File: src/hw/rtl/imm_pkg.sv
`timescale 1ns / 1ps
// ----------------------------------------------------------------------------
// imm_pkg
// Shared types and constants of the integer matrix multiplier.
// ----------------------------------------------------------------------------
package imm_pkg;

	// Configuration port.
	localparam int CFG_W        = 4;
	localparam int CFG_ADDR_W   = 4;
	localparam int CFG_DATA_W   = 32;
	localparam int REG_IDX_W    = 2;
	localparam logic [CFG_W-1:0] CFG_RESET = 4'd8;

	localparam logic [REG_IDX_W-1:0] REG_ROWS_A = 2'd0;
	localparam logic [REG_IDX_W-1:0] REG_COLS_A = 2'd1;
	localparam logic [REG_IDX_W-1:0] REG_ROWS_B = 2'd2;
	localparam logic [REG_IDX_W-1:0] REG_COLS_B = 2'd3;

	// Result fields.
	localparam int PROD_W = 35;
	localparam int POS_W  = 3;

	// Matrix sizes after clamping to the range 1 .. MAX_DIM.
	typedef struct packed {
		logic [CFG_W-1:0] rows_a;
		logic [CFG_W-1:0] cols_a;
		logic [CFG_W-1:0] rows_b;
		logic [CFG_W-1:0] cols_b;
	} dims_t;

	// Controller to datapath.
	typedef struct packed {
		logic             wr_a;
		logic             wr_b;
		logic             rd_en;
		logic             first;
		logic             load_result;
		logic             load_error;
		logic             res_last;
		logic [POS_W-1:0] res_row;
		logic [POS_W-1:0] res_col;
	} cmd_t;

	// Datapath to controller.
	typedef struct packed {
		logic busy;
		logic out_free;
	} status_t;

endpackage

File: src/hw/rtl/imm_ram.sv
`timescale 1ns / 1ps
// ----------------------------------------------------------------------------
// imm_ram
// Generic single-write, single-read RAM with a registered read port.
// ----------------------------------------------------------------------------
module imm_ram #(
	parameter int WIDTH = 16,
	parameter int DEPTH = 64
) (
	input  logic                                  clk,
	input  logic                                  we,
	input  logic [(DEPTH > 1 ? $clog2(DEPTH) : 1)-1:0] waddr,
	input  logic [WIDTH-1:0]                      wdata,
	input  logic                                  re,
	input  logic [(DEPTH > 1 ? $clog2(DEPTH) : 1)-1:0] raddr,
	output logic [WIDTH-1:0]                      rdata
);

	logic [WIDTH-1:0] mem_q [DEPTH];

	always_ff @(posedge clk) begin
		if (we) begin
			mem_q[waddr] <= wdata;
		end
		if (re) begin
			rdata <= mem_q[raddr];
		end
	end

endmodule

File: src/hw/rtl/imm_cfg.sv
`timescale 1ns / 1ps
// ----------------------------------------------------------------------------
// imm_cfg
// Size registers behind the APB port, with clamped sizes for the core.
// ----------------------------------------------------------------------------
module imm_cfg
	import imm_pkg::*;
#(
	parameter int MAX_DIM = 8
) (
	input  logic                  clk,
	input  logic                  arst_n,
	input  logic                  psel,
	input  logic                  penable,
	input  logic                  pwrite,
	input  logic [CFG_ADDR_W-1:0] paddr,
	input  logic [CFG_DATA_W-1:0] pwdata,
	output logic [CFG_DATA_W-1:0] prdata,
	output logic                  pready,
	output dims_t                 dims,
	output logic                  restart
);

	logic [CFG_W-1:0]     rows_a_q, cols_a_q, rows_b_q, cols_b_q;
	logic [CFG_W-1:0]     rd_val;
	logic [REG_IDX_W-1:0] reg_idx;
	logic                 wr_en;

	function automatic logic [CFG_W-1:0] clamp_dim(input logic [CFG_W-1:0] v);
		logic [CFG_W-1:0] r;
		if (v == '0) begin
			r = CFG_W'(1);
		end else if (32'(v) > MAX_DIM) begin
			r = CFG_W'(MAX_DIM);
		end else begin
			r = v;
		end
		return r;
	endfunction

	assign pready  = 1'b1;
	assign reg_idx = paddr[CFG_ADDR_W-1:2];
	assign wr_en   = psel && penable && pwrite && pready;
	assign restart = wr_en;

	always_ff @(posedge clk or negedge arst_n) begin
		if (!arst_n) begin
			rows_a_q <= CFG_RESET;
			cols_a_q <= CFG_RESET;
			rows_b_q <= CFG_RESET;
			cols_b_q <= CFG_RESET;
		end else if (wr_en) begin
			case (reg_idx)
				REG_ROWS_A: rows_a_q <= pwdata[CFG_W-1:0];
				REG_COLS_A: cols_a_q <= pwdata[CFG_W-1:0];
				REG_ROWS_B: rows_b_q <= pwdata[CFG_W-1:0];
				REG_COLS_B: cols_b_q <= pwdata[CFG_W-1:0];
				default: ;
			endcase
		end
	end

	always_comb begin
		case (reg_idx)
			REG_ROWS_A: rd_val = rows_a_q;
			REG_COLS_A: rd_val = cols_a_q;
			REG_ROWS_B: rd_val = rows_b_q;
			REG_COLS_B: rd_val = cols_b_q;
			default:    rd_val = '0;
		endcase
	end

	assign prdata = CFG_DATA_W'(rd_val);

	assign dims.rows_a = clamp_dim(rows_a_q);
	assign dims.cols_a = clamp_dim(cols_a_q);
	assign dims.rows_b = clamp_dim(rows_b_q);
	assign dims.cols_b = clamp_dim(cols_b_q);

endmodule

File: src/hw/rtl/imm_ctrl.sv
`timescale 1ns / 1ps
// ----------------------------------------------------------------------------
// imm_ctrl
// Sequencer: load counters for A and B, then the row, column and dot
// product counters that drive the multiply-accumulate datapath.
// ----------------------------------------------------------------------------
module imm_ctrl
	import imm_pkg::*;
#(
	parameter int MAX_DIM = 8
) (
	input  logic    clk,
	input  logic    arst_n,
	input  dims_t   dims,
	input  logic    restart,
	input  logic    elem_valid,
	output logic    elem_stall,
	input  status_t status,
	output cmd_t    cmd,
	output logic [(MAX_DIM > 1 ? $clog2(MAX_DIM * MAX_DIM) : 1)-1:0] wr_addr,
	output logic [(MAX_DIM > 1 ? $clog2(MAX_DIM * MAX_DIM) : 1)-1:0] rd_addr_a,
	output logic [(MAX_DIM > 1 ? $clog2(MAX_DIM * MAX_DIM) : 1)-1:0] rd_addr_b
);

	localparam int IDX_W  = MAX_DIM > 1 ? $clog2(MAX_DIM) : 1;
	localparam int ADDR_W = MAX_DIM > 1 ? $clog2(MAX_DIM * MAX_DIM) : 1;

	typedef enum logic [2:0] {
		S_LOAD  = 3'b001,
		S_MAC   = 3'b010,
		S_FLUSH = 3'b100
	} state_t;

	state_t           state_q;
	logic [IDX_W-1:0] ld_row_q, ld_col_q;
	logic             loading_b_q;
	logic [IDX_W-1:0] r_q, c_q, k_q;

	logic [IDX_W-1:0] ra_m1, ca_m1, rb_m1, cb_m1;
	logic [IDX_W-1:0] cur_rows_m1, cur_cols_m1;
	logic             mismatch, accept;
	logic             ld_last_col, ld_last;
	logic             r_last, c_last, k_last, emit;

	assign ra_m1 = IDX_W'(dims.rows_a - CFG_W'(1));
	assign ca_m1 = IDX_W'(dims.cols_a - CFG_W'(1));
	assign rb_m1 = IDX_W'(dims.rows_b - CFG_W'(1));
	assign cb_m1 = IDX_W'(dims.cols_b - CFG_W'(1));

	assign mismatch    = dims.cols_a != dims.rows_b;
	assign cur_rows_m1 = loading_b_q ? rb_m1 : ra_m1;
	assign cur_cols_m1 = loading_b_q ? cb_m1 : ca_m1;
	assign ld_last_col = ld_col_q == cur_cols_m1;
	assign ld_last     = ld_last_col && (ld_row_q == cur_rows_m1);

	assign r_last = r_q == ra_m1;
	assign c_last = c_q == cb_m1;
	assign k_last = k_q == ca_m1;

	// An error result needs the output register; plain loads do not.
	assign elem_stall = (state_q != S_LOAD) || (mismatch && !status.out_free);
	assign accept     = elem_valid && !elem_stall;
	assign emit       = (state_q == S_FLUSH) && !status.busy && status.out_free;

	assign wr_addr   = ADDR_W'(ld_row_q) * ADDR_W'(MAX_DIM) + ADDR_W'(ld_col_q);
	assign rd_addr_a = ADDR_W'(r_q) * ADDR_W'(MAX_DIM) + ADDR_W'(k_q);
	assign rd_addr_b = ADDR_W'(k_q) * ADDR_W'(MAX_DIM) + ADDR_W'(c_q);

	always_comb begin
		cmd             = '0;
		cmd.res_row     = POS_W'(r_q);
		cmd.res_col     = POS_W'(c_q);
		cmd.res_last    = r_last && c_last;
		case (state_q)
			S_LOAD: begin
				cmd.load_error = accept && mismatch;
				cmd.wr_a       = accept && !mismatch && !loading_b_q;
				cmd.wr_b       = accept && !mismatch && loading_b_q;
			end
			S_MAC: begin
				cmd.rd_en = 1'b1;
				cmd.first = k_q == '0;
			end
			S_FLUSH: begin
				cmd.load_result = emit;
			end
			default: ;
		endcase
	end

	always_ff @(posedge clk or negedge arst_n) begin
		if (!arst_n) begin
			state_q     <= S_LOAD;
			ld_row_q    <= '0;
			ld_col_q    <= '0;
			loading_b_q <= 1'b0;
			r_q         <= '0;
			c_q         <= '0;
			k_q         <= '0;
		end else if (restart) begin
			ld_row_q    <= '0;
			ld_col_q    <= '0;
			loading_b_q <= 1'b0;
		end else begin
			case (state_q)
				S_LOAD: begin
					if (accept && !mismatch) begin
						if (ld_last) begin
							ld_row_q    <= '0;
							ld_col_q    <= '0;
							loading_b_q <= !loading_b_q;
							if (loading_b_q) begin
								state_q <= S_MAC;
								r_q     <= '0;
								c_q     <= '0;
								k_q     <= '0;
							end
						end else if (ld_last_col) begin
							ld_col_q <= '0;
							ld_row_q <= ld_row_q + IDX_W'(1);
						end else begin
							ld_col_q <= ld_col_q + IDX_W'(1);
						end
					end
				end
				S_MAC: begin
					if (k_last) begin
						k_q     <= '0;
						state_q <= S_FLUSH;
					end else begin
						k_q <= k_q + IDX_W'(1);
					end
				end
				S_FLUSH: begin
					if (emit) begin
						if (c_last) begin
							c_q <= '0;
							if (r_last) begin
								r_q     <= '0;
								state_q <= S_LOAD;
							end else begin
								r_q     <= r_q + IDX_W'(1);
								state_q <= S_MAC;
							end
						end else begin
							c_q     <= c_q + IDX_W'(1);
							state_q <= S_MAC;
						end
					end
				end
				default: state_q <= S_LOAD;
			endcase
		end
	end

endmodule

File: src/hw/rtl/imm_dp.sv
`timescale 1ns / 1ps
// ----------------------------------------------------------------------------
// imm_dp
// Element stores, pipelined multiply-accumulate and the result register.
// ----------------------------------------------------------------------------
module imm_dp
	import imm_pkg::*;
#(
	parameter int MAX_DIM       = 8,
	parameter int ELEMENT_WIDTH = 16
) (
	input  logic                     clk,
	input  logic                     arst_n,
	input  cmd_t                     cmd,
	input  logic [(MAX_DIM > 1 ? $clog2(MAX_DIM * MAX_DIM) : 1)-1:0] wr_addr,
	input  logic [(MAX_DIM > 1 ? $clog2(MAX_DIM * MAX_DIM) : 1)-1:0] rd_addr_a,
	input  logic [(MAX_DIM > 1 ? $clog2(MAX_DIM * MAX_DIM) : 1)-1:0] rd_addr_b,
	input  logic [ELEMENT_WIDTH-1:0] element_value,
	output status_t                  status,
	output logic                     res_valid,
	input  logic                     res_stall,
	output logic [PROD_W-1:0]        product_value,
	output logic [POS_W-1:0]         row_index,
	output logic [POS_W-1:0]         col_index,
	output logic                     last_of_run,
	output logic                     dim_error
);

	localparam int DEPTH = MAX_DIM * MAX_DIM;

	logic [ELEMENT_WIDTH-1:0]       a_rd, b_rd;
	logic                           issue_s1, first_s1;
	logic                           valid_s2, first_s2;
	logic signed [2*ELEMENT_WIDTH-1:0] mult;
	logic signed [PROD_W-1:0]       prod_s2;
	logic [PROD_W-1:0]              acc_q;
	logic                           res_valid_q;

	imm_ram #(.WIDTH(ELEMENT_WIDTH), .DEPTH(DEPTH)) u_store_a (
		.clk   (clk),
		.we    (cmd.wr_a),
		.waddr (wr_addr),
		.wdata (element_value),
		.re    (cmd.rd_en),
		.raddr (rd_addr_a),
		.rdata (a_rd)
	);

	imm_ram #(.WIDTH(ELEMENT_WIDTH), .DEPTH(DEPTH)) u_store_b (
		.clk   (clk),
		.we    (cmd.wr_b),
		.waddr (wr_addr),
		.wdata (element_value),
		.re    (cmd.rd_en),
		.raddr (rd_addr_b),
		.rdata (b_rd)
	);

	assign mult = $signed(a_rd) * $signed(b_rd);

	always_ff @(posedge clk or negedge arst_n) begin
		if (!arst_n) begin
			issue_s1 <= 1'b0;
			valid_s2 <= 1'b0;
		end else begin
			issue_s1 <= cmd.rd_en;
			valid_s2 <= issue_s1;
		end
	end

	// Sums wrap at the result width; the signed cast sign-extends narrow products.
	always_ff @(posedge clk) begin
		first_s1 <= cmd.first;
		first_s2 <= first_s1;
		prod_s2  <= PROD_W'(mult);
		if (valid_s2) begin
			acc_q <= (first_s2 ? '0 : acc_q) + prod_s2;
		end
	end

	assign status.busy     = issue_s1 || valid_s2;
	assign status.out_free = !res_valid_q || !res_stall;

	always_ff @(posedge clk or negedge arst_n) begin
		if (!arst_n) begin
			res_valid_q <= 1'b0;
		end else if (cmd.load_result || cmd.load_error) begin
			res_valid_q <= 1'b1;
		end else if (!res_stall) begin
			res_valid_q <= 1'b0;
		end
	end

	always_ff @(posedge clk) begin
		if (cmd.load_result) begin
			product_value <= acc_q;
			row_index     <= cmd.res_row;
			col_index     <= cmd.res_col;
			last_of_run   <= cmd.res_last;
			dim_error     <= 1'b0;
		end else if (cmd.load_error) begin
			product_value <= '0;
			row_index     <= '0;
			col_index     <= '0;
			last_of_run   <= 1'b1;
			dim_error     <= 1'b1;
		end
	end

	assign res_valid = res_valid_q;

endmodule

File: src/hw/rtl/integer_matrix_multiply.sv
`timescale 1ns / 1ps
// ----------------------------------------------------------------------------
// integer_matrix_multiply
// Loads A then B row-major, then streams out C = A * B row-major.
// ----------------------------------------------------------------------------
//  channel  | direction | handshake             | payload
//  elem     | in        | elem_valid/elem_stall | element_value
//  res      | out       | res_valid/res_stall   | product_value, row_index,
//           |           |                       | col_index, last_of_run, dim_error
//  apb      | in/out    | psel/penable/pready   | paddr, pwdata, prdata
//
// Elements are taken one per cycle while loading; an error beat waits only for
// a free result register. After the last element of B the elements of C are
// formed at one product per cycle on the single multiply-accumulate unit fed
// by the two store read ports, then pass two pipeline stages and the write of
// the result register. No new element is taken until C has been written.
// A result stalled on res_stall holds the unit. Reset needs no clearing pass.
// ----------------------------------------------------------------------------
module integer_matrix_multiply
	import imm_pkg::*;
#(
	parameter int MAX_DIM       = 8,
	parameter int ELEMENT_WIDTH = 16
) (
	input  logic                     clk,
	input  logic                     arst_n,
	input  logic                     psel,
	input  logic                     penable,
	input  logic                     pwrite,
	input  logic [CFG_ADDR_W-1:0]    paddr,
	input  logic [CFG_DATA_W-1:0]    pwdata,
	output logic [CFG_DATA_W-1:0]    prdata,
	output logic                     pready,
	input  logic                     elem_valid,
	output logic                     elem_stall,
	input  logic [ELEMENT_WIDTH-1:0] element_value,
	output logic                     res_valid,
	input  logic                     res_stall,
	output logic [PROD_W-1:0]        product_value,
	output logic [POS_W-1:0]         row_index,
	output logic [POS_W-1:0]         col_index,
	output logic                     last_of_run,
	output logic                     dim_error
);

	localparam int ADDR_W = MAX_DIM > 1 ? $clog2(MAX_DIM * MAX_DIM) : 1;

	dims_t             dims;
	logic              restart;
	cmd_t              cmd;
	status_t           status;
	logic [ADDR_W-1:0] wr_addr, rd_addr_a, rd_addr_b;

	imm_cfg #(.MAX_DIM(MAX_DIM)) u_cfg (
		.clk     (clk),
		.arst_n  (arst_n),
		.psel    (psel),
		.penable (penable),
		.pwrite  (pwrite),
		.paddr   (paddr),
		.pwdata  (pwdata),
		.prdata  (prdata),
		.pready  (pready),
		.dims    (dims),
		.restart (restart)
	);

	imm_ctrl #(.MAX_DIM(MAX_DIM)) u_ctrl (
		.clk        (clk),
		.arst_n     (arst_n),
		.dims       (dims),
		.restart    (restart),
		.elem_valid (elem_valid),
		.elem_stall (elem_stall),
		.status     (status),
		.cmd        (cmd),
		.wr_addr    (wr_addr),
		.rd_addr_a  (rd_addr_a),
		.rd_addr_b  (rd_addr_b)
	);

	imm_dp #(.MAX_DIM(MAX_DIM), .ELEMENT_WIDTH(ELEMENT_WIDTH)) u_dp (
		.clk           (clk),
		.arst_n        (arst_n),
		.cmd           (cmd),
		.wr_addr       (wr_addr),
		.rd_addr_a     (rd_addr_a),
		.rd_addr_b     (rd_addr_b),
		.element_value (element_value),
		.status        (status),
		.res_valid     (res_valid),
		.res_stall     (res_stall),
		.product_value (product_value),
		.row_index     (row_index),
		.col_index     (col_index),
		.last_of_run   (last_of_run),
		.dim_error     (dim_error)
	);

endmodule

File: config.mk
export PLATFORM = sky130hd
export DESIGN_NAME = integer_matrix_multiply
export DESIGN_NICKNAME = d
export VERILOG_FILES = /design/src/hw/rtl/imm_pkg.sv /design/src/hw/rtl/imm_ram.sv /design/src/hw/rtl/imm_cfg.sv /design/src/hw/rtl/imm_ctrl.sv /design/src/hw/rtl/imm_dp.sv /design/src/hw/rtl/integer_matrix_multiply.sv
export SDC_FILE = /design/constraint.sdc
export NUM_CORES = 2
export LEC_CHECK = 0
export BUFFER_PORTS_ARGS = -buffer_cell sky130_fd_sc_hd__buf_2
export CAP_MARGIN = 10
export CORE_MARGIN = 2
export CORE_UTILIZATION = 35
export CTS_CLUSTER_DIAMETER = 40
export DETAILED_ROUTE_END_ITERATION = 10
export PLACE_DENSITY = 0.55
export SLEW_MARGIN = 40
export SYNTH_ARGS = -nofsm -noshare
export SYNTH_HDL_FRONTEND = slang
export SYNTH_SLANG_ARGS = --single-unit
File: constraint.sdc
create_clock -name clk -period 8.4 [get_ports clk]
set_input_delay 0.84 -clock clk [delete_from_list [all_inputs] [get_ports clk]]
set_output_delay 0.84 -clock clk [all_outputs]
set_load 0.005 [all_outputs]
Word level (Yosys, flattened, before mapping)

Memories as Yosys holds them, arrays and structs flattened. A register that Yosys moved wholly into a read port is not among the register bits.
Cells that the tools add are included.

Magnitude comparators: 4
Muxes and demuxes: 63
Multipliers: 1
Reduce and logical (&&, ||, !) cells: 47
Equal/unequal tests: 20
Bitwise logic cells: 1
Add/sub/neg operators: 13

Operators with widths:

| cell                  | count |
|---|---|
| $mux W35              | 3 |
| $mux W3               | 33 |
| $add A35 B35 Y35      | 1 |
| $mul A16 B16 Y32      | 1 |
| $add A6 B3 Y6         | 3 |
| $pmux W3 S2           | 3 |
| $gt A4 B4 Y1 const B  | 4 |
| $logic_not A4 Y1      | 4 |
| $mux W4               | 4 |
| $pmux W4 S4           | 1 |
| $add A3 B1 Y3 const B | 5 |
| $eq A3 B3 Y1          | 5 |
| $mux W1               | 14 |
| $ne A2 B1 Y1 const B  | 7 |
| $logic_and A1 B1 Y1   | 12 |
| $reduce_and A6 Y1     | 2 |
| $reduce_bool A2 Y1    | 6 |
| $sub A3 B1 Y3 const B | 4 |
| $reduce_and A2 Y1     | 5 |
| $pmux W3 S3           | 1 |
| $mux W2               | 4 |
| $logic_not A1 Y1      | 7 |
| $reduce_and A7 Y1     | 1 |
| $reduce_and A3 Y1     | 2 |
| 13 further kinds      | 17 |

RAM bits: 2048
Bits of input ports: 59
Register bits: 150
Memories kept: 2

Memories:

| memory               | depth | width | read ports | clocked after memory_dff | write ports | line          | text |
|---|---|---|---|---|---|---|---|
| u_dp.u_store_a.mem_q | 64    | 16    | 1          | 1                        | 1           | imm_ram.sv:19 | `logic [WIDTH-1:0] mem_q [DEPTH];` |
| u_dp.u_store_b.mem_q | 64    | 16    | 1          | 1                        | 1           | imm_ram.sv:19 |  |

Logic depth before layout (Yosys ltp)

Depth after elaboration: 13
Depth in mapped cells: 23
Gate-level depth less buffers: 22

Modules after synthesis

From an unflattened synthesis, not the netlist that was laid out.

Cells, all modules: 5492
Area, all modules: 98420.6 um2

By module, submodules not included:

| module   | instances | cells each | area an instance (um2) |
|---|---|---|---|
| imm_ram  | 2         | 1829       | 40202.3 |
| imm_dp   | 1         | 1541       | 15275.9 |
| imm_ctrl | 1         | 194        | 1637.8 |
| imm_cfg  | 1         | 99         | 1102.3 |

Worst setup path after synthesis

No wires, ideal clock.

Path type: register -> register
From: register u_dp.u_store_a.rdata[15], read port of u_dp.u_store_a.mem_q
To: register, netlist name u_dp.prod_s2[31]
Period minus slack after synthesis: 6096 ps
Buffers on the path: 1
Arrival: 5976 ps
Cell stages (with the launch flop): 22
Slack: 2304 ps
Library setup time: 120 ps
Cells stage by stage: edfxtp_1 clkbuf_1 nand2_1 inv_1 fa_1 fa_1 fa_1 fa_1 fa_1 inv_1 fa_1 inv_1 ha_1 o21ai_0 nand2b_1 a21oi_1 a31oi_1 nor4b_1 o31ai_1 a211oi_1 o21bai_1 xnor2_1

Cells in the longest elaborated chain, start to end: 1

RTL lines:

| item              | line          | text |
|---|---|---|
| start, declared   | imm_ram.sv:16 | `output logic [WIDTH-1:0] rdata` |
| $mul A16 B16 Y32  | imm_dp.sv:59  | `assign mult = $signed(a_rd) * $signed(b_rd);` |
| via u_dp.mult[31] | imm_dp.sv:34  | `logic signed [2*ELEMENT_WIDTH-1:0] mult;` |

The timed path passes the listed nets, and every way through them passes these cells.
A chain may end at the register's enable or synchronous reset.

Final worst setup path

From: register u_dp.u_store_b.rdata[2], read port of u_dp.u_store_b.mem_q
To: register, netlist name u_dp.prod_s2[31]

Cells in the longest elaborated chain, start to end: 1

RTL lines:

| item              | line |
|---|---|
| start, declared   | imm_ram.sv:16 |
| $mul A16 B16 Y32  | imm_dp.sv:59 |
| via u_dp.mult[31] | imm_dp.sv:34 |

The timed path passes the listed nets, and every way through them passes these cells.

==> results.md <==
- Status: finished, final reports clean
- RR Startpoint: u_dp.u_store_b.rdata[2]$_DFFE_PP_
- Clock Latency Late Sink: slightly below 0.9 ns
- Remaining DRCs: 0
- Share of the synthesized area in the top cell type: between 60 and 70%
- Max Fclk: between 0.1 and 0.15 GHz
- Async set or reset register ratio after synthesis: 1.70%
- Worst setup endpoint: u_dp.prod_s2[31]$_DFF_P_
- Initial Utilization: between 30% and 40%
- Commonest non-fill, non-tap cell in the layout: edfxtp_1
- Final setup margin: 1.20 ns
- Final HPWL DP: about 140 mm
- Port Buffers: 77
- Mapped Area: between 90000 and 100000 µm²
- Clock transition at path regs: ~0.06 ns
- CTS Buf Count: around 330
- Warnings from Yosys: 0
- CP arrival: around 7.9 ns
- CP endpoint kind: flop
- Critical path required time: just over 9 ns
- Largest net degree at the start of global routing: approximately 110
- RePlAce Congestion: 0.814
- Die area: 280000 µm²
- Post-cts repair resize count: 0
- Via density per instance: around 5.2
- Setup violations, final: 0
- Setup Skew: 0.0699 ns
- Placeable Area: 274000 µm²
- CP Launch Point: u_dp.u_store_b.rdata[2]$_DFFE_PP_
- Vias in the first global route: 49200
- DRT iter0 DRCs: approximately 4000
- CTS HTree Levels: 5
- Final max-slew violation count: 0
- Maxcap violations: 0
- Total wire length: ~240 mm
- Worst path max stage delay: 0.67 ns
- Share of cells above drive strength 1: between 20 and 30%
- Reg2Reg Depth: 20
- Routed vias: about 47000
- GRT Total Usage: about 17%
- First-pass GRT wire length: 347 mm
- CP max stage cell: edfxtp_1
- Average size of a mapped cell: about 20 µm²
- Fin crit period: slightly above 7 ns
- EDFF count, synth: around 2200
- CTS root buf: clkbuf_16
- Per-cell routed wire length: approximately 26 µm
- Top cells by area, synth: edfxtp_1 (67%), mux4_2 (16%), fa_1 (5.5%)
- CTS Buffer Depth: 4
- RSZ-0062 raised after global routing: no
- CP startpoint kind: flop
- Worst Hold Class: in -> reg
- R2r setup slk: roughly 1.2 ns
- Syn Inst Count: 4860
- Reg2reg end: u_dp.prod_s2[31]$_DFF_P_
- Top FF cell, synth: edfxtp_1
- Period utilization: a little under nine tenths
- Layout overhead on the synthesized area: 17.5%
- Most frequent cells in the layout: edfxtp_1 (2157), mux4_2 (676), clkbuf_16 (330)
- Row Count: ~190
- Clock sinks: 2230
- Final net count: roughly 5700
- Fillers: between 20000 and 25000
- Number of library cell types mapped by synthesis: 67
- CTS tree: done
- Top-Level Pins: approximately 140
- Die H: approximately 530 µm
- Setup WS pre-CTS: 1.27 ns
- 1st-pass router iterations: 5
- Crit-path cells: and2_1 > fa_1 > inv_1 > fa_1 > fa_1 > inv_1 > fa_1 > fa_1 > inv_1 > fa_1 > inv_1 > ha_1 > a21oi_1 > nand2_1 > o31ai_1 > nor4b_1 > o31ai_1 > a211oi_1 > o21bai_1 > xnor2_1
- Yosys reg bits: 2230
- Initial antenna violation count: 23
- Setup TNS: 0 ns
- WS Path Type: reg -> reg
- Worst Tran Pin Value: 0.902 ns
- Crit path max fanout: 16
- Die X: between 500 and 600 µm
- Gr ovfl total: 0
- Area leader, netlist: edfxtp_1
- Crit path top cell by count: fa_1
- Rel. slew slack: approximately 40%
- Final hold vios: 0
- Post-synthesis sequential area ratio: between 60% and 70%
- Final ANT Viol Nets: 0
==> metal layers <==
metal	GRT usage [%]	vias to the layer above	wire length, µm
met5	0	-	27
met4	4.71	4	5760
met3	2.97	298	14200
met2	27.7	1356	115000
met1	23.5	25300	103000
li1	-	19900	-
==> cell type report <==
type	instances	area, µm²	area share [%]
sequential	2230	66500	58.6
inverter	302	1130	1.00
antenna	14	35.0	0.0309
clock inverter	222	2750	2.42
clock buffer	363	8430	7.43
multi-input combinational	2099	28000	24.7
tap	3589	4490	3.96
timing repair buffer	262	2110	1.86
==> flip-flops by register name (all words and copies together) (netlist names), 4 cells and up <==
name                  count
u_dp.u_store_a.mem_q   1024
u_dp.u_store_b.mem_q   1024
u_dp.acc_q               35
u_dp.product_value       35
u_dp.prod_s2             32
u_dp.u_store_a.rdata     16
u_dp.u_store_b.rdata     16
u_cfg.cols_a_q            4
u_cfg.cols_b_q            4
u_cfg.rows_a_q            4
u_cfg.rows_b_q            4
==> worst max-delay path: cells and delay by family, from the launching register on <==
family                     cells  cell delay (ns)
and+or+nand+nor                3             1.07
buffers and inverters          4             0.20
xor gates and xnor gates       1             0.13
AOI/OAI and AO/OA              5             1.50
adders and majority gates      7             3.46
DFF                            1             0.67
==> synth_stat cells, types with 33 or more instances <==
| master | n |
|---|---|
| ha_1 | 126 |
| dfrtp_1 | 33 |
| buf_2 | 51 |
| mux4_2 | 676 |
| clkbuf_1 | 156 |
| a21oi_1 | 60 |
| edfxtp_1 | 2157 |
| fa_1 | 263 |
| nand2_1 | 175 |
| inv_1 | 302 |
| nor2b_1 | 45 |
| xnor2_1 | 66 |
| and2_1 | 169 |
| dfxtp_1 | 35 |
| nor2_1 | 187 |
| o21ai_0 | 48 |
==> per-stage QoR <==
stage	hold WS (ns)	std cells	area [µm²]	util, %
3_5_place_dp	0.370	8477	102000	37.3
2_1_floorplan	0.310	4887	96600	-
5_1_grt	0.251	9071	113000	41.4
6_report	0.264	9081	113000	41.4
3_3_place_gp	0.364	8467	102000	37.2
4_1_cts	0.189	9063	113000	41.4
==> worst min path at each step <==
stage	from	end	slack [ns]	depth (start not counted)
6_report	pwdata[0]	u_cfg.rows_b_q[0]$_DFFE_PN0P_	0.26	2
5_1_grt	pwdata[1]	u_cfg.rows_a_q[1]$_DFFE_PN0P_	0.25	2
4_1_cts	pwdata[0]	u_cfg.rows_b_q[0]$_DFFE_PN0P_	0.19	2
3_5_place_dp	u_dp.issue_s1$_DFF_PN0_	u_dp.valid_s2$_DFF_PN0_	0.37	0
3_3_place_gp	u_dp.issue_s1$_DFF_PN0_	u_dp.valid_s2$_DFF_PN0_	0.36	0
2_1_floorplan	u_dp.first_s1$_SDFF_PN0_	u_dp.first_s2$_DFF_P_	0.31	0
==> kinds of logic after synthesis <==
logic type | synth area share [%]
flops | 68.8
other cells | 0.00778
fa+ha+maj | 7.09
simple gates | 3.51
compound gates | 1.36
buf+inv | 2.36
xor+xnor | 0.799
mux | 16.0
==> timing repair <==
item                                   4_1_cts  5_1_grt
hold buffers                                 1        0
endpoints found under the hold margin       33        0
buffers inserted                             0        0
Power is left out: the tool's default activity adds up to more than one toggle a clock period on the data nets, which glitch-free logic cannot reach.
